`src/rtl/core/llsf_pkg.sv`:
```
// Shared constants, codes and types of the least-squares line fit block.
package llsf_pkg;

  // Fixed design constants
  localparam int MAX_POINTS    = 1024;
  localparam int SAMPLE_BITS   = 16;
  localparam int FRAC_BITS     = 16;
  localparam int FEWEST_POINTS = 3;

  // Port field widths
  localparam int FIELD_W  = 16;
  localparam int RESULT_W = 64;
  localparam int STATUS_W = 2;
  localparam int USED_W   = 11;

  // Accumulator and datapath widths
  localparam int CNT_W      = $clog2(MAX_POINTS + 1);
  localparam int SUM_W      = SAMPLE_BITS + $clog2(MAX_POINTS);
  localparam int XY_W       = 2 * SAMPLE_BITS + $clog2(MAX_POINTS);
  localparam int PP_W       = 2 * SAMPLE_BITS;
  localparam int MAG_A_W    = XY_W - 1;
  localparam int CHUNK_W    = (SUM_W + 1) / 2;
  localparam int PROD_MAG_W = MAG_A_W + SUM_W;
  localparam int PROD_W     = PROD_MAG_W + 1;
  localparam int NUM_W      = PROD_W + FRAC_BITS;
  localparam int DEN_W      = PROD_W - 1;
  localparam int DIV_CNT_W  = $clog2(NUM_W + 1);

  // Product schedule of the fit: six products, index 0 to MUL_LAST
  localparam int MUL_IDX_W = 3;
  localparam logic [MUL_IDX_W-1:0] MUL_N_SXX  = 3'd0;
  localparam logic [MUL_IDX_W-1:0] MUL_SX_SX  = 3'd1;
  localparam logic [MUL_IDX_W-1:0] MUL_N_SXY  = 3'd2;
  localparam logic [MUL_IDX_W-1:0] MUL_SY_SX  = 3'd3;
  localparam logic [MUL_IDX_W-1:0] MUL_SXX_SY = 3'd4;
  localparam logic [MUL_IDX_W-1:0] MUL_SXY_SX = 3'd5;
  localparam logic [MUL_IDX_W-1:0] MUL_LAST   = MUL_SXY_SX;

  // Status codes
  localparam logic [STATUS_W-1:0] STATUS_OK   = 2'd0;
  localparam logic [STATUS_W-1:0] STATUS_FEW  = 2'd1;
  localparam logic [STATUS_W-1:0] STATUS_FLAT = 2'd2;

  // Classified point as it travels from front to back
  typedef struct packed {
    logic signed [SAMPLE_BITS-1:0] x;
    logic signed [SAMPLE_BITS-1:0] y;
    logic                          last;
    logic                          keep;
  } llsf_item_t;

  typedef struct packed {
    logic                    start;
    logic signed [XY_W-1:0]  a;
    logic signed [SUM_W-1:0] b;
  } llsf_mul_req_t;

  typedef struct packed {
    logic                     done;
    logic signed [PROD_W-1:0] prod;
  } llsf_mul_rsp_t;

  typedef struct packed {
    logic                    start;
    logic signed [NUM_W-1:0] num;
    logic [DEN_W-1:0]        den;
  } llsf_div_req_t;

  typedef struct packed {
    logic                       done;
    logic signed [RESULT_W-1:0] quot;
  } llsf_div_rsp_t;

endpackage

```
`src/rtl/core/llsf_queue.sv`:
```
// Two-entry queue that decouples the front end from the back end.
module llsf_queue import llsf_pkg::*; (
  input  logic       clk,
  input  logic       rst_n,
  input  logic       push_valid,
  output logic       push_ready,
  input  llsf_item_t push_item,
  output logic       pop_valid,
  input  logic       pop_ready,
  output llsf_item_t pop_item
);

  llsf_item_t  mem_r [2];
  logic        wr_ptr_r;
  logic        rd_ptr_r;
  logic [1:0]  cnt_r;
  logic        push;
  logic        pop;

  assign push_ready = cnt_r != 2'd2;
  assign pop_valid  = cnt_r != 2'd0;
  assign push       = push_valid && push_ready;
  assign pop        = pop_valid && pop_ready;
  assign pop_item   = mem_r[rd_ptr_r];

  // Write the incoming beat
  always_ff @(posedge clk) begin
    if (push) begin
      mem_r[wr_ptr_r] <= push_item;
    end
  end

  // Advance pointers and fill level
  always_ff @(posedge clk) begin
    if (!rst_n) begin
      wr_ptr_r <= 1'b0;
      rd_ptr_r <= 1'b0;
      cnt_r    <= 2'd0;
    end else begin
      if (push) begin
        wr_ptr_r <= ~wr_ptr_r;
      end
      if (pop) begin
        rd_ptr_r <= ~rd_ptr_r;
      end
      if (push && !pop) begin
        cnt_r <= cnt_r + 2'd1;
      end else if (pop && !push) begin
        cnt_r <= cnt_r - 2'd1;
      end
    end
  end

endmodule

```
`config.mk`:
```
export PLATFORM = sky130hd
export DESIGN_NAME = llsf_queue
export DESIGN_NICKNAME = d
export VERILOG_FILES = /design/src/rtl/core/llsf_pkg.sv /design/src/rtl/core/llsf_queue.sv
export SDC_FILE = /design/constraint.sdc
export NUM_CORES = 1
export LEC_CHECK = 0
export CORE_MARGIN = 4
export CORE_UTILIZATION = 25
export CTS_BUF_LIST = sky130_fd_sc_hd__clkbuf_4
export CTS_CLUSTER_DIAMETER = 60
export DETAILED_ROUTE_END_ITERATION = 16
export DONT_BUFFER_PORTS = 1
export PLACE_DENSITY = 0.45
export SLEW_MARGIN = 20
export SYNTH_ARGS = -nofsm -noshare
export SYNTH_HDL_FRONTEND = slang
export SYNTH_SLANG_ARGS = --single-unit
```
`constraint.sdc`:
```
create_clock -name clk -period 2.2 [get_ports clk]
set_input_delay 0.44 -clock clk [delete_from_list [all_inputs] [get_ports clk]]
set_output_delay 0.44 -clock clk [all_outputs]
set_load 0.05 [all_outputs]
```
Word level (Yosys, flattened, before mapping)
Memory sizes are Yosys's and may differ from the RTL's. A register that Yosys moved wholly into a read port is not among the register bits.
Index checks and enable logic that the tools add are counted.
- register bits after elaboration: 4
- RAM bits: 68
- output and inout bits: 36
- memories: 1
- memories (name ; depth ; width ; rd ports ; clocked after memory_dff ; wr ports ; line ; RTL):
    mem_r ; 2 ; 34 ; 1 ; 1 ; 1 ; llsf_queue.sv:13 ; llsf_item_t mem_r [2];
- add/sub/neg operators: 2
- eq/ne operators: 1
- muxes and demuxes: 6
- bitwise operators: 2
- reduce and logical (&&, ||, !) cells: 8
- operators by type and width (kind ; number):
    logical AND 1 bit ; 4
    2-to-1 mux 1 bit ; 4
    2-to-1 mux 2 bit ; 2
    nonzero test 2 bit ; 2
    adder 2 x 1 -> 2 bit (second input constant) ; 1
    logical NOT 1 bit ; 2
    != test 2 bit (second input constant) ; 1
    inverter 1 bit ; 2
    subtractor 2 x 1 -> 2 bit (second input constant) ; 1

Logic depth before layout (Yosys ltp)
- word-level depth: 6
- depth in mapped cells: 6
- mapped depth without buffers: 6

Worst setup path before layout
OpenSTA, ideal clock, no wires.
- path type: flip-flop to flip-flop
- start: register cnt_r[0]
- end: memory mem_r[1][0] (netlist bit), enable pin
- data arrival time: 1559 ps
- path slack: 247 ps
- stages on the path, launching flop included: 3
- path buffers: 0
- cell sequence: dfxtp_1 -> nand2b_4 -> and3_1
- word-level cells in the longest chain between the ends: 4
- ends and longest elaborated chain (what ; line ; RTL):
    start: declaration ; llsf_queue.sv:16 ; logic [1:0] cnt_r;
    start signal: assignment ; llsf_queue.sv:47 ; cnt_r <= cnt_r + 2'd1;
    start signal: assignment ; llsf_queue.sv:49 ; cnt_r <= cnt_r - 2'd1;
    != test 2 bit ; llsf_queue.sv:20 ; assign push_ready = cnt_r != 2'd2;
    via push_ready ; llsf_queue.sv:6 ; output logic push_ready,
    logical AND 1 bit ; llsf_queue.sv:22 ; assign push = push_valid && push_ready;
    2-to-1 mux 1 bit ; llsf_queue.sv:28 ; if (push) begin
    2-to-1 mux 1 bit (implied by the code) ; llsf_queue.sv:29 ; mem_r[wr_ptr_r] <= push_item;
    end: declaration ; llsf_queue.sv:13 ;
The timed path passes the listed nets, and every way through them passes these cells.

==> flow_summary.json <==
{
  "synth-seq-area-share_pct": 79.55,
  "synth_nets": 169,
  "clkSinkCount": 73,
  "crit_type": "reg -> out",
  "cts_tree": "built",
  "finalNonFillerCells": 284,
  "numPortBuffers": 0,
  "synth.area.top_cells": "edfxtp_1 76%, mux2_2 14%, dfxtp_1 3.7%, and2_1 0.93%, xnor2_1 0.65%",
  "drt_iter0_drc": 37,
  "ys_async_sr_fraction_pct": 0,
  "gp_congestion": 0.6394,
  "ioPinCount": 74,
  "finalCriticalPeriod_ns": 1.954,
  "firstDrtPassIters": 4,
  "worstMarginPinSlew_ns": 0.2980,
  "ys_warn_count": 0,
  "htreeDepth": 3,
  "root_buffer": "clkbuf_4",
  "drive_above_1_share_pct": 40.54,
  "crit_arrival_ns": 1.51,
  "r2r-start": "cnt_r[0]",
  "syn_area_per_cell_um2": 20.71,
  "synth_area_mm2": 0.002693,
  "vias": 1170,
  "core_mm2": 0.01042,
  "synth_edf_count": 68,
  "yosysTopAreaCellShare_pct": 75.84,
  "critical_path_required_ns": 1.76,
  "grt_pass1_wl_um": 7148,
  "grt_usage_pct": 7.576,
  "worst_setup_path_start_kind": "flop",
  "ys.flop_type": "edfxtp_1",
  "post-route-util_pct": 29.29,
  "power_leakage_uw": 0.0009843,
  "relSlewSlack_pct": 80.22,
  "clock_skew_ns": 0.01639,
  "start_util_pct": 25.85,
  "power.density_mw_per_mm2": 1367,
  "worstHoldStart": "push_item[4]",
  "cts_buffer_depth": 2,
  "netlist_instances": 130,
  "outcome": "finished, final reports clean",
  "die_height_um": 111.8,
  "grt_setup_unrepaired": "no",
  "die-width_um": 111.8,
  "diodes": 0,
  "grt_remaining_overflow": 0,
  "drc": 0,
  "cts_resized": 0,
  "r2r_slack_ns": 0.45,
  "ctsHoldBuffers": 0,
  "postCtsSetupBuffers": 0,
  "crit_fanout": 21,
  "worstHoldPathType": "in -> reg",
  "dieArea_mm2": 0.01249,
  "seqCellArea_mm2": 0.002143,
  "grt_antenna_before_repair": 0,
  "ant_nets": 0,
  "irDropWorstVdd_mv": 0.4966,
  "insertion_delay_ns": 0.41,
  "multi_input_area_um2": 523.0,
  "path_clk_slew_ns": 0.13,
  "max-cap-violations": 0,
  "hpwl_um": 3280,
  "via_per_inst": 4.120,
  "wl_per_cell_um": 15.94,
  "end_kind": "primary output",
  "yosys.area.top_type": "edfxtp_1",
  "max_freq_mhz": 511.8,
  "yosysMostFrequentCell": "edfxtp_1",
  "hold_viol_final": 0,
  "cts-buffers-inserted": 9,
  "setup-tns-final_ns": 0,
  "drt-total-wl_um": 4527,
  "post_synth_num_cell_types": 20,
  "maxSlewViolCount": 0,
  "nets": 182,
  "nFillCells": 1043,
  "grt_max_degree": 22,
  "ys_seq_elements": 73,
  "syn2layout_area_growth_pct": 13.29,
  "first_global_vias": 1378,
  "finalCritPeriodShare_pct": 88.81,
  "rows": 37,
  "finalSetupViolCount": 0,
  "synthTopCellsByCount": "68 x edfxtp_1, 34 x mux2_2, 5 x dfxtp_1",
  "place_inst": 268
}
## final cells by class
class | instances | area share [%]
Tap cell | 136 | 5.578
Clock inverter | 6 | 2.953
Multi-Input combinational cell | 52 | 17.15
Sequential cell | 73 | 70.26
Timing Repair Buffer | 6 | 1.477
Inverter | 1 | 0.1231
Clock buffer | 10 | 2.461
## sequential cells by signal, summed over array words and instances (netlist names), named ones only
| signal | count |
|---|---|
| rd_ptr_r | 1 |
| cnt_r | 2 |
| mem_r | 68 |
| wr_ptr_r | 1 |
## worst paths after layout
kind	to	depth (start not counted)
setup / recovery	pop_item[29]	2
hold / removal	mem_r[1][4]	0
setup reg to reg	cnt_r[1]	5
hold reg to reg	cnt_r[1]	2
## kinds of logic after synthesis
| kind of cell | share of synthesized area (%) |
|---|---|
| buf+inv | 1.068 |
| mux | 14.22 |
| fa+ha+maj | 0.4646 |
| compound gates | 1.301 |
| xor+xnor | 0.9760 |
| flops | 79.55 |
| simple gates | 2.417 |
## worst max-delay path: stages (launching register included)
cell	delay, ns
dfxtp_2	0.34
buf_4	0.26
mux2_2	0.50
## power breakdown
part | internal (uW) | switching (uW)
Sequential | 1740 | 61.4
Clock | 481 | 466
Combinational | 340 | 1090
Total | 2560 | 1610
## placed cells by master, fill, tap and decap left out
cell / Yosys / routed
edfxtp_1: 68 / 68
mux2_2: 34 / 34
clkbuf_4: 0 / 10
buf_4: 2 / 6
and2_1: 4 / 4
dfxtp_1: 5 / 4
xnor2_1: 2 / 2
inv_6: 0 / 2
bufinv_16: 0 / 2
nand2b_4: 1 / 1
or2_2: 1 / 1
o21ai_1: 1 / 1
and3_2: 0 / 1
nand3b_1: 1 / 1
inv_1: 1 / 1
a21bo_2: 1 / 1
a21boi_0: 1 / 1
xor2_1: 1 / 1
o21ai_0: 1 / 1
or3_1: 1 / 1
a21boi_1: 1 / 1
ha_1: 1 / 1
dfxtp_2: 0 / 1
clkinv_4: 0 / 1
clkinv_1: 0 / 1
## routing by layer
| layer | global-route usage [%] | wire length (um) | vias to the layer above | part of all wire, % |
|---|---|---|---|---|
| met5 | 0 | 0 | - | 0 |
| met4 | 4.380 | 97 | 0 | 2.1 |
| met3 | 4.511 | 476 | 8 | 11 |
| met2 | 12.79 | 2386 | 47 | 53 |
| met1 | 7.050 | 1567 | 585 | 35 |
| li1 | - | - | 530 | - |
## stage by stage
| step | total power, uW | hold slack [ns] | worst slack, ns | cell area, um2 |
|---|---|---|---|---|
| floorplan | 3118 | 0.5124 | 0.2466 | 2693 |
| finish | 4170 | 0.1160 | 0.2462 | 3050 |
| global route | 4392 | 0.06200 | 0.1487 | 3050 |
| CTS | 4256 | 0.07527 | 0.1727 | 3050 |
| global placement | 3251 | 0.5235 | 0.5689 | 2885 |
| detailed placement | 3285 | 0.5390 | 0.4658 | 2885 |
Power figures use the tool's default switching activity.
