## src/rtl/core/llsf_pkg.sv

```systemverilog
// Shared constants, codes and types of the least-squares line fit block.
package llsf_pkg;

  // Fixed design constants
  localparam int MAX_POINTS    = 1024;
  localparam int SAMPLE_BITS   = 16;
  localparam int FRAC_BITS     = 16;
  localparam int FEWEST_POINTS = 3;

  // Port field widths
  localparam int FIELD_W  = 16;
  localparam int RESULT_W = 64;
  localparam int STATUS_W = 2;
  localparam int USED_W   = 11;

  // Accumulator and datapath widths
  localparam int CNT_W      = $clog2(MAX_POINTS + 1);
  localparam int SUM_W      = SAMPLE_BITS + $clog2(MAX_POINTS);
  localparam int XY_W       = 2 * SAMPLE_BITS + $clog2(MAX_POINTS);
  localparam int PP_W       = 2 * SAMPLE_BITS;
  localparam int MAG_A_W    = XY_W - 1;
  localparam int CHUNK_W    = (SUM_W + 1) / 2;
  localparam int PROD_MAG_W = MAG_A_W + SUM_W;
  localparam int PROD_W     = PROD_MAG_W + 1;
  localparam int NUM_W      = PROD_W + FRAC_BITS;
  localparam int DEN_W      = PROD_W - 1;
  localparam int DIV_CNT_W  = $clog2(NUM_W + 1);

  // Product schedule of the fit: six products, index 0 to MUL_LAST
  localparam int MUL_IDX_W = 3;
  localparam logic [MUL_IDX_W-1:0] MUL_N_SXX  = 3'd0;
  localparam logic [MUL_IDX_W-1:0] MUL_SX_SX  = 3'd1;
  localparam logic [MUL_IDX_W-1:0] MUL_N_SXY  = 3'd2;
  localparam logic [MUL_IDX_W-1:0] MUL_SY_SX  = 3'd3;
  localparam logic [MUL_IDX_W-1:0] MUL_SXX_SY = 3'd4;
  localparam logic [MUL_IDX_W-1:0] MUL_SXY_SX = 3'd5;
  localparam logic [MUL_IDX_W-1:0] MUL_LAST   = MUL_SXY_SX;

  // Status codes
  localparam logic [STATUS_W-1:0] STATUS_OK   = 2'd0;
  localparam logic [STATUS_W-1:0] STATUS_FEW  = 2'd1;
  localparam logic [STATUS_W-1:0] STATUS_FLAT = 2'd2;

  // Classified point as it travels from front to back
  typedef struct packed {
    logic signed [SAMPLE_BITS-1:0] x;
    logic signed [SAMPLE_BITS-1:0] y;
    logic                          last;
    logic                          keep;
  } llsf_item_t;

  typedef struct packed {
    logic                    start;
    logic signed [XY_W-1:0]  a;
    logic signed [SUM_W-1:0] b;
  } llsf_mul_req_t;

  typedef struct packed {
    logic                     done;
    logic signed [PROD_W-1:0] prod;
  } llsf_mul_rsp_t;

  typedef struct packed {
    logic                    start;
    logic signed [NUM_W-1:0] num;
    logic [DEN_W-1:0]        den;
  } llsf_div_req_t;

  typedef struct packed {
    logic                       done;
    logic signed [RESULT_W-1:0] quot;
  } llsf_div_rsp_t;

endpackage

```

## src/rtl/core/llsf_if.sv

```systemverilog
// Valid/ready channel interfaces for points in and fit results out.
interface llsf_in_if import llsf_pkg::*; ();
  logic                       valid;
  logic                       ready;
  logic signed [FIELD_W-1:0]  x_value;
  logic signed [FIELD_W-1:0]  y_value;
  logic                       last_point;

  modport source (output valid, x_value, y_value, last_point, input ready);
  modport sink   (input valid, x_value, y_value, last_point, output ready);
endinterface


```

## src/rtl/core/llsf_front.sv

```systemverilog
// Front end: accepts points, checks capacity and tags each beat keep or drop.
module llsf_front import llsf_pkg::*; (
  input  logic         clk,
  input  logic         rst_n,
  llsf_in_if.sink      in_ch,
  output llsf_item_t   fr_item,
  output logic         fr_valid,
  input  logic         fr_ready
);

  logic             valid_r;
  llsf_item_t       item_r;
  logic [CNT_W-1:0] count_r;
  logic             accept;
  logic             keep;

  assign in_ch.ready = !valid_r || fr_ready;
  assign accept      = in_ch.valid && in_ch.ready;
  assign keep        = count_r < CNT_W'(MAX_POINTS);

  assign fr_item  = item_r;
  assign fr_valid = valid_r;

  // Hold the classified beat until the queue takes it
  always_ff @(posedge clk) begin
    if (!rst_n) begin
      valid_r <= 1'b0;
    end else if (accept) begin
      valid_r <= 1'b1;
    end else if (fr_ready) begin
      valid_r <= 1'b0;
    end
  end

  always_ff @(posedge clk) begin
    if (accept) begin
      item_r.x    <= in_ch.x_value[SAMPLE_BITS-1:0];
      item_r.y    <= in_ch.y_value[SAMPLE_BITS-1:0];
      item_r.last <= in_ch.last_point;
      item_r.keep <= keep;
    end
  end

  // Track points admitted in the current set; restart after the last point
  always_ff @(posedge clk) begin
    if (!rst_n) begin
      count_r <= '0;
    end else if (accept) begin
      if (in_ch.last_point) begin
        count_r <= '0;
      end else if (keep) begin
        count_r <= count_r + 1'b1;
      end
    end
  end

endmodule

```

## src/flat_wrapper.sv

```systemverilog
// flat-port wrapper written by rule: the top's interface ports become plain ports
module llsf_front_flat import llsf_pkg::*;
  (clk, rst_n, fr_item, fr_valid, fr_ready, in_ch_valid, in_ch_x_value, in_ch_y_value, in_ch_last_point, in_ch_ready);
  llsf_in_if in_ch_i ();
  input  logic clk;
  input  logic rst_n;
  output llsf_item_t fr_item;
  output logic fr_valid;
  input  logic fr_ready;
  input wire logic [$bits(in_ch_i.valid)-1:0] in_ch_valid;
  input wire logic [$bits(in_ch_i.x_value)-1:0] in_ch_x_value;
  input wire logic [$bits(in_ch_i.y_value)-1:0] in_ch_y_value;
  input wire logic [$bits(in_ch_i.last_point)-1:0] in_ch_last_point;
  output wire logic [$bits(in_ch_i.ready)-1:0] in_ch_ready;
  assign in_ch_i.valid = in_ch_valid;
  assign in_ch_i.x_value = in_ch_x_value;
  assign in_ch_i.y_value = in_ch_y_value;
  assign in_ch_i.last_point = in_ch_last_point;
  assign in_ch_ready = in_ch_i.ready;
  llsf_front u_core (.clk(clk), .rst_n(rst_n), .in_ch(in_ch_i), .fr_item(fr_item), .fr_valid(fr_valid), .fr_ready(fr_ready));
endmodule
```

## config.mk

```make
export PLATFORM = sky130hd
export DESIGN_NAME = llsf_front_flat
export DESIGN_NICKNAME = d
export VERILOG_FILES = /design/src/rtl/core/llsf_pkg.sv /design/src/rtl/core/llsf_if.sv /design/src/rtl/core/llsf_front.sv /design/src/flat_wrapper.sv
export SDC_FILE = /design/constraint.sdc
export NUM_CORES = 1
export LEC_CHECK = 0
export BUFFER_PORTS_ARGS = -buffer_cell sky130_fd_sc_hd__buf_2
export CAP_MARGIN = 15
export CORE_UTILIZATION = 38
export CTS_CLUSTER_DIAMETER = 100
export DETAILED_ROUTE_END_ITERATION = 6
export PLACE_DENSITY = 0.79
export SLEW_MARGIN = 15
export SYNTH_ARGS = -nofsm -noshare
export SYNTH_HDL_FRONTEND = slang
export SYNTH_SLANG_ARGS = --single-unit
```

## constraint.sdc

```tcl
create_clock -name clk -period 1.5 [get_ports clk]
set_input_delay 0 -clock clk [delete_from_list [all_inputs] [get_ports clk]]
set_output_delay 0 -clock clk [all_outputs]
set_load 0.02 [all_outputs]
```

### Word-level counts from Yosys, hierarchy flattened

Index checks and enable logic that the tools add are counted.

* bits in registers: 46
* output and inout port bits: 36

* $add $sub $neg: 1
* magnitude comparators: 1
* multiplexer cells: 4
* reduce and logical (&&, ||, !) cells: 6

Operators with widths (count)
* 11-bit two-way mux: 2
* 11-bit by 1-bit adder with 11-bit output (second input constant): 1
* 11-bit less-than comparator (second input constant): 1
* 2-bit nonzero test: 2
* 1-bit two-way mux: 2
* 2-bit AND reduction: 1
* 1-bit logical AND: 1
* 1-bit logical NOT: 1
* 1-bit logical OR: 1

### Longest topological paths before layout

Gate-level depths: netlist of run 1.

* depth in word-level cells: 4
* gate-level depth with buffers: 6
* mapped depth without buffers: 5

### Worst setup path after synthesis of run 1

Ideal clock, no wire load.

* path type: register to register
* from: reg u_core.valid_r (netlist: u_core.fr_valid)
* to: reg u_core.count_r[10]
* library setup time: 0.066 ns
* arrival: 1.483 ns
* data required time: 1.434 ns
* setup slack: -0.049 ns
* cell stages (with the launch flop): 7
* buffers on the path: 1
* path through: dfxtp_1 -> nor2b_4 -> inv_4 -> and2_4 -> a21o_1 -> buf_6 -> a21oi_2

* cells in the longest elaborated chain, start to end: 4

Ends and longest elaborated chain
* start: declaration: line llsf_front.sv:11 `logic valid_r;`
* start signal: assignment: line llsf_front.sv:27 `valid_r <= 1'b0;`
* start signal: assignment: line llsf_front.sv:29 `valid_r <= 1'b1;`
* start signal: assignment: line llsf_front.sv:31 `valid_r <= 1'b0;`
* 1-bit logical NOT: line llsf_front.sv:17 `assign in_ch.ready = !valid_r || fr_ready;`
* 1-bit logical OR: line llsf_front.sv:17
* named net in_ch_ready: line flat_wrapper.sv:14 `output wire logic [$bits(in_ch_i.ready)-1:0] in_ch_ready;`
* 1-bit logical AND: line llsf_front.sv:18 `assign accept = in_ch.valid && in_ch.ready;`
* named net u_core.accept: line llsf_front.sv:14 `logic accept;`
* 2-bit AND reduction (no source line)
* end signal: assignment: line llsf_front.sv:52 `count_r <= count_r + 1'b1;`
* end: declaration: line llsf_front.sv:13 `logic [CNT_W-1:0] count_r;`

The timed path passes the listed nets, and every way through them passes these cells.
A chain may end at the register's enable or synchronous reset.

### Final worst setup path of run 1

* from: reg u_core.count_r[1]
* to: reg u_core.count_r[8]

* cells in the longest elaborated chain, start to end: 3

Ends and longest elaborated chain (line)
* 11-bit by 1-bit adder with 11-bit output / 11-bit less-than comparator (equally long branches): llsf_front.sv:52, llsf_front.sv:19
* 11-bit two-way mux / 2-bit nonzero test (equally long branches)
* 11-bit two-way mux / 2-bit AND reduction (equally long branches)

Parallel ways exist; a longest one is shown, timed or not. The select of a mux whose other input is x is not followed.

==> results of run 1 <==
-- path summary, 6_finish.rpt --
check                           slack (ps)  depth (start not counted)                end
worst min register to register         490                          2  u_core.count_r[1]
worst max-delay path                    90                          5  u_core.count_r[8]
worst max register to register          90                          5  u_core.count_r[8]
worst min-delay path                    40                          4    u_core.fr_valid
-- sequential cells by signal (all words and copies together) (netlist names) --
signal and flops:
u_core.count_r 11, u_core.fr_item 34, u_core.fr_valid 1
-- through the flow --
stage          util [%]  hold slack (ps)  instance area [um^2]
4_1_cts           61.91            30.52                  2530
6_report          62.16            36.00                  2540
3_3_place_gp      50.83            176.6                  2077
5_1_grt           62.16            60.86                  2540
3_5_place_dp      50.83            178.4                  2077
2_1_floorplan         -            98.87                  1645
-- report_power, final --
part | internal [uW] | leakage (uW) | total (uW) | switching [uW]
logic | 145 | 0.000535 | 308 | 163
registers | 1430 | 0.000424 | 1450 | 16.1
clock network | 499 | 0.0000585 | 896 | 397
-- metal layers --
metal	wire length (um)	vias to the layer above
li1	-	598
met1	1486	559
met2	1624	63
met3	358	9
met4	99	0
met5	0	-
-- final cells by class --
type	instances	area, um^2	area share (%)
flip-flops and latches	46	1264	49.75
repair buffers	107	720.7	28.37
multi-input cells	49	359.1	14.14
clock buffers	5	68.82	2.709
well taps	50	62.56	2.463
clock inverters	3	43.79	1.724
inverters	5	21.27	0.8374
-- layout by cell type (no fill, tap or decap), drive strengths merged, types with 2 or more instances in the layout --
master	netlist	layout
a21o	2	2
a21oi	6	6
and2	2	2
buf	1	73
clkbuf	0	5
dfxtp	12	12
dlygate4sd3	0	34
edfxtp	34	34
inv	5	6
nand2	3	3
nand3	3	3
nand4	4	4
nor2	7	7
nor3	2	2
o21ai	3	3
or3	3	3
xnor2	3	3
-- cell families after synthesis --
family,after synthesis,synth area share (%)
compound gates,12,5.250
xor+xnor,4,2.131
fa+ha+maj,1,0.7609
buf+inv,6,1.979
simple gates,32,13.17
flops,46,76.71
-- critical path, cell delays in order, from the launching register on --
cell and delay (ps):
dfxtp_1 360, ha_1 170, and2_1 190, nand4_4 130
or3_1 380, a21oi_2 130
-- timing repair --
| item | CTS | global route |
|---|---|---|
| hold buffers | 34 | 0 |
| gates resized for setup | 0 | 2 |
| endpoints found under the setup margin | 0 | 3 |
| hold endpoints to repair | 35 | 0 |
==> metrics.md, run 1 <==
| Metric | Value |
|---|---|
| Synth area leader | `edfxtp_1` |
| Setup ws final | `90.51 ps` |
| CP startpoint | `u_core.count_r[1]` |
| CTS Sinks | `46` |
| Avg WL per Cell | `13.46 um` |
| Max-Cap Viols | `0` |
| Synth Warn # | `0` |
| EDFF count, synth | `34` |
| Most used DFF post-synth | `edfxtp_1` |
| Crit Path Max Fanout | `6` |
| RePlAce Congestion | `0.7932` |
| CTS Buffer Depth | `2` |
| DR vias/cell | `4.638` |
| First-pass GRT wire length | `5.002 mm` |
| Average cell area after synthesis | `16.28 um^2` |
| Setup TNS | `0 ps` |
| Synth top area share | `62.10%` |
| Final hold viol count | `0` |
| Final Non-Filler Cells | `265` |
| FMAX | `709.5 MHz` |
| IO Pins | `73` |
| Layout filler cell count | `304` |
| Required @ worst endpoint | `1730 ps` |
| Initial DRC count | `48` |
| Clk_skew | `6.591 ps` |
| Share of layout cells above drive strength 1 | `45.12%` |
| Top-count cell post-synth | `edfxtp_1` |
| Overflow after GRT | `0` |
| Residual DRC | `0` |
| Postcts setup bufs | `0` |
| Cell Area, Synth | `1644 um^2` |
| Final Max Slew Viols | `0` |
| Core area | `4086 um^2` |
| Starting Density | `40.23%` |
| Post-synth top cells | `34 x edfxtp_1, 12 x dfxtp_1, 6 x nor2_1, 5 x a21oi_2, 4 x inv_1` |
| CP endpoint kind | `register` |
| Top cells by area, synth | `edfxtp_1 62%, dfxtp_1 15%, a21oi_2 2.7%` |
| RSZ-0062 raised after global routing | `false` |
| Die X-Extent | `67.78 um` |
| Total power | `2651 uW` |
| Grt peak-use layer | `met2` |
| Post-synthesis sequential area ratio | `76.71%` |
| Largest net degree at the start of global routing | `36` |
| Worst slack, placed | `61.90 ps` |
| Worst Min Path Start | `fr_ready` |
| Number of core rows | `23` |
| Ys async rst share | `0%` |
| Clock slew at reported path FFs | `90 ps` |
| Cells after DPL | `223` |
| DRT Pass-1 Iters | `4` |
| Global routing met1 resource utilization | `17.60%` |
| ANT nets after route | `0` |
| Final wirelength | `3.568 mm` |
| Setup violators final | `0` |
| CP arrival | `1640 ps` |
| #FFs+latches synth | `46` |
| Mapped Cells | `101` |
| Die Ht | `67.78 um` |
| Worst Max-Slew Pin Slew | `429.0 ps` |
| Vias | `1229` |
| FF-to-FF Start | `u_core.count_r[1]` |
| CTS HTree Levels | `2` |
| HPWL Detailed | `2.304 mm` |
| Syn Nets | `139` |
| Worst Path Class, Setup | `register to register` |
| PwrDens | `1044 nW/um^2` |
| Die area | `4593 um^2` |
| Total CTS buffers | `5` |
| Initial antenna violation count | `0` |
| HP Class | `input pin to register` |
| P&R area growth vs syn | `54.49%` |
| Worst VDD drop | `0.0004042 V` |
| CTS tree | `built` |
| Nets | `252` |
| Max-slew headroom | `71.40%` |
| Synth cell types | `32` |
| Met2 GRT Util | `25.99%` |
| Ant. Diodes | `0` |
| Shortest period the worst path allows | `1409 ps` |
| Pleak | `0.001017 uW` |
| Root Buffer | `clkbuf_8` |
| IO buf count | `72` |
| Global Route Usage Sum | `15.74%` |
| Number of global-route vias before repair | `1122` |
| Startpoint types | `register` |
| Outcome | `complete, no violations` |
| Final Cycle Share | `93.97%` |
| Met3 Use GR | `5.405%` |
| Clock latency on the worst-skew pair | `290 ps` |
(Power assumes the default switching activity.)
==> run 2: changes to the inputs <==
Settings changed: CORE_UTILIZATION 38 to 46, PLACE_DENSITY 0.79 to 0.9, SLEW_MARGIN 15 to not set.
==> run 2 against run 1 <==
  * Total power shrank 6.2%
  * Critical endpoint unchanged
  * Combinational power shrank 3%
  * Core utilization grew 11 points
  * Maximum frequency shrank 0.86%
  * Critical path type unchanged
  * Sequential cell count is the same
  * Largest power group unchanged
  * Sequential share of layout area grew 0.97 points
  * Cell count shrank 1.1%
  * Setup slack lost 12 ps
  * Clock-buffer cell count is the same
==> metrics.md, run 2 (synthesis results as in run 1) <==
| Metric | Value |
|---|---|
| Nets | `253 (was 252)` |
| Avg WL per Cell | `12.81 um (was 13.46 um)` |
| Max-slew headroom | `71.99% (was 71.40%)` |
| FF-to-FF Start | `u_core.count_r[0] (was u_core.count_r[1])` |
| Startpoint types | `register (unchanged)` |
| Core area | `3390 um^2 (was 4086 um^2)` |
| Max-Cap Viols | `0 (unchanged)` |
| Root Buffer | `clkbuf_4 (was clkbuf_8)` |
| Reg power frac | `58.2% (was 54.6%)` |
| Clk_skew | `10.17 ps (was 6.591 ps)` |
| Final hold viol count | `0 (unchanged)` |
| Pleak | `0.001006 uW (was 0.001017 uW)` |
| IO Pins | `73 (unchanged)` |
| HP Class | `input pin to register (unchanged)` |
| Leading cell type in the layout, fill and taps excluded | `buf_2 (unchanged)` |
| Initial antenna violation count | `0 (unchanged)` |
| RePlAce Congestion | `0.8168 (was 0.7932)` |
| Setup TNS | `0 ps (unchanged)` |
| CP endpoint kind | `register (unchanged)` |
| Register-to-Register Path Depth | `5 (unchanged)` |
| Area of the multi-input gates | `350.3 um^2 (was 359.1 um^2)` |
| Worst VDD drop | `0.0005231 V (was 0.0004042 V)` |
| Commonest non-fill, non-tap cells in the layout | `72 x buf_2, 35 x dlygate4sd3_1, 34 x edfxtp_1, 9 x dfxtp_1, 6 x nor2_1 (was 72 x buf_2, 34 x dlygate4sd3_1, 34 x edfxtp_1, 10 x dfxtp_1, 6 x nor2_1)` |
| Layout filler cell count | `205 (was 304)` |
| Vias | `1224 (was 1229)` |
| Total CTS buffers | `5 (unchanged)` |
| Switching pwr | `560.0 uW (was 576.1 uW)` |
| Worst Min Path Start | `in_ch_valid (was fr_ready)` |
| Number of global-route vias before repair | `1094 (was 1122)` |
| Initial DRC count | `28 (was 48)` |
| Largest net degree at the start of global routing | `35 (was 36)` |
| Required @ worst endpoint | `1790 ps (was 1730 ps)` |
| CTS Sinks | `46 (unchanged)` |
| FMAX | `703.3 MHz (was 709.5 MHz)` |
| PwrDens | `997.8 nW/um^2 (was 1044 nW/um^2)` |
| CTS tree | `built (unchanged)` |
| Hold Crit Depth | `4 (unchanged)` |
| Starting Density | `48.50% (was 40.23%)` |
| Crit Path Max Fanout | `6 (unchanged)` |
| Cells along the critical path | `ha_1, and2_1, nand4_2, or3_1, a21oi_2 (was ha_1, and2_1, nand4_4, or3_1, a21oi_2)` |
| Shortest period the worst path allows | `1422 ps (was 1409 ps)` |
| Gate power share | `12.1% (was 11.6%)` |
| ANT nets after route | `0 (unchanged)` |
| RSZ-0062 raised after global routing | `false (unchanged)` |
| Final Max Slew Viols | `0 (unchanged)` |
| Worst R2R End | `u_core.count_r[8] (unchanged)` |
| Number of core rows | `21 (was 23)` |
| Register-to-register setup slack | `80 ps (was 90 ps)` |
| Outcome | `complete, no violations (unchanged)` |
| Sw Share | `22.51% (was 21.73%)` |
| Total power | `2488 uW (was 2651 uW)` |
| Residual DRC | `0 (unchanged)` |
| Final wirelength | `3.355 mm (was 3.568 mm)` |
| Max FFs per register | `34 (unchanged)` |
| Max incr delay on CP | `390 ps (was 380 ps)` |
| Worst Max-Slew Pin Slew | `420.1 ps (was 429.0 ps)` |
| P&R area growth vs syn | `51.67% (was 54.49%)` |
| Die Ht | `61.79 um (was 67.78 um)` |
| Internal | `1928 uW (was 2075 uW)` |
| Seq. cell area | `1265 um^2 (was 1264 um^2)` |
| CTS Buffer Depth | `2 (unchanged)` |
| Share of layout cells above drive strength 1 | `45.37% (was 45.12%)` |
| Clock slew at reported path FFs | `130 ps (was 90 ps)` |
| Die X-Extent | `61.79 um (was 67.78 um)` |
| Setup violators final | `0 (unchanged)` |
| Worst Path Class, Setup | `register to register (unchanged)` |
| CTS HTree Levels | `2 (unchanged)` |
| Clock latency on the worst-skew pair | `350 ps (was 290 ps)` |
| First-pass GRT wire length | `4.719 mm (was 5.002 mm)` |
| Final instance area | `2494 um^2 (was 2540 um^2)` |
| WHS Endpoint | `u_core.count_r[2] (was u_core.fr_valid)` |
| Final Cycle Share | `94.79% (was 93.97%)` |
| Critical-path top delay cell | `or3_1 (unchanged)` |
| HPWL Detailed | `2.033 mm (was 2.304 mm)` |
| Ant. Diodes | `0 (unchanged)` |
| Clk pwr share | `29.8% (was 33.8%)` |
| DRT Pass-1 Iters | `4 (unchanged)` |
| IO buf count | `72 (unchanged)` |
| Placed inst area | `2059 um^2 (was 2077 um^2)` |
| Overflow after GRT | `0 (unchanged)` |
| Die area | `3817 um^2 (was 4593 um^2)` |
| DR vias/cell | `4.672 (was 4.638)` |
| CP arrival | `1710 ps (was 1640 ps)` |
| Global Route Usage Sum | `17.64% (was 15.74%)` |
run 2: power groups by stage:
stage          combinational, uW  clock [uW]  sequential (uW)
2_1_floorplan               48.7           0             1550
3_3_place_gp                 222           0             1470
3_5_place_dp                 227           0             1470
4_1_cts                      299         754             1440
5_1_grt                      329         811             1450
6_report                     300         741             1450
run 2: how the worst max path moves through the flow:
stage | cells past startpoint | end | start | slack (ps)
floorplan | 6 | u_core.count_r[10] | u_core.fr_valid | 50
global placement | 5 | u_core.count_r[8] | u_core.count_r[0] | 100
detailed placement | 5 | u_core.count_r[8] | u_core.count_r[0] | 50
CTS | 5 | u_core.count_r[8] | u_core.count_r[0] | 20
global route | 5 | u_core.count_r[8] | u_core.count_r[0] | 7
finish | 5 | u_core.count_r[8] | u_core.count_r[0] | 80
run 2: layout make-up:
class                   count  share of cell area, %
clock buffers               5                  1.505
clock inverters             3                  1.756
inverters                   5                 0.8530
multi-input cells          49                  14.05
flip-flops and latches     46                  50.73
well taps                  46                  2.308
repair buffers            108                  28.80
run 2: repair_timing:
| item | 4_1_cts | 5_1_grt |
|---|---|---|
| buffers inserted | 0 | 0 |
| hold buffers | 35 | 0 |
| gates resized for setup | 0 | 2 |
| endpoints found under the setup margin | 0 | 2 |
| endpoints found under the hold margin | 36 | 0 |
run 2: per-stage QoR:
| stage | std cells | hold WS [ps] | worst slack (ps) | utilization [%] |
|---|---|---|---|---|
| after detailed placement | 219 | 178.6 | 48.48 | 60.76 |
| after global routing | 262 | 108.6 | 6.675 | 73.57 |
| after CTS | 262 | 53.53 | 17.59 | 73.50 |
| final | 262 | 76.20 | 78.21 | 73.57 |
| after global placement | 219 | 176.3 | 104.3 | 60.76 |
| after floorplan | 101 | 98.87 | 51.13 | - |
run 2: worst max-delay path, delay by kind of cell, from the launching register on:
family / cells / cell delay, ps
flip-flops: 1 / 380
AND/OR/NAND/NOR: 3 / 690
adder cells (fa/ha/maj): 1 / 160
AO/OA/AOI/OAI: 1 / 140
run 2: per-layer routing:
metal  track usage, %  share of wire, %  up-vias
met4            5.714              0.92        0
li1                 -                 -      602
met2            29.19                47       61
met1            22.02                42      557
met3            5.797               9.9        4
met5                0                 0        -
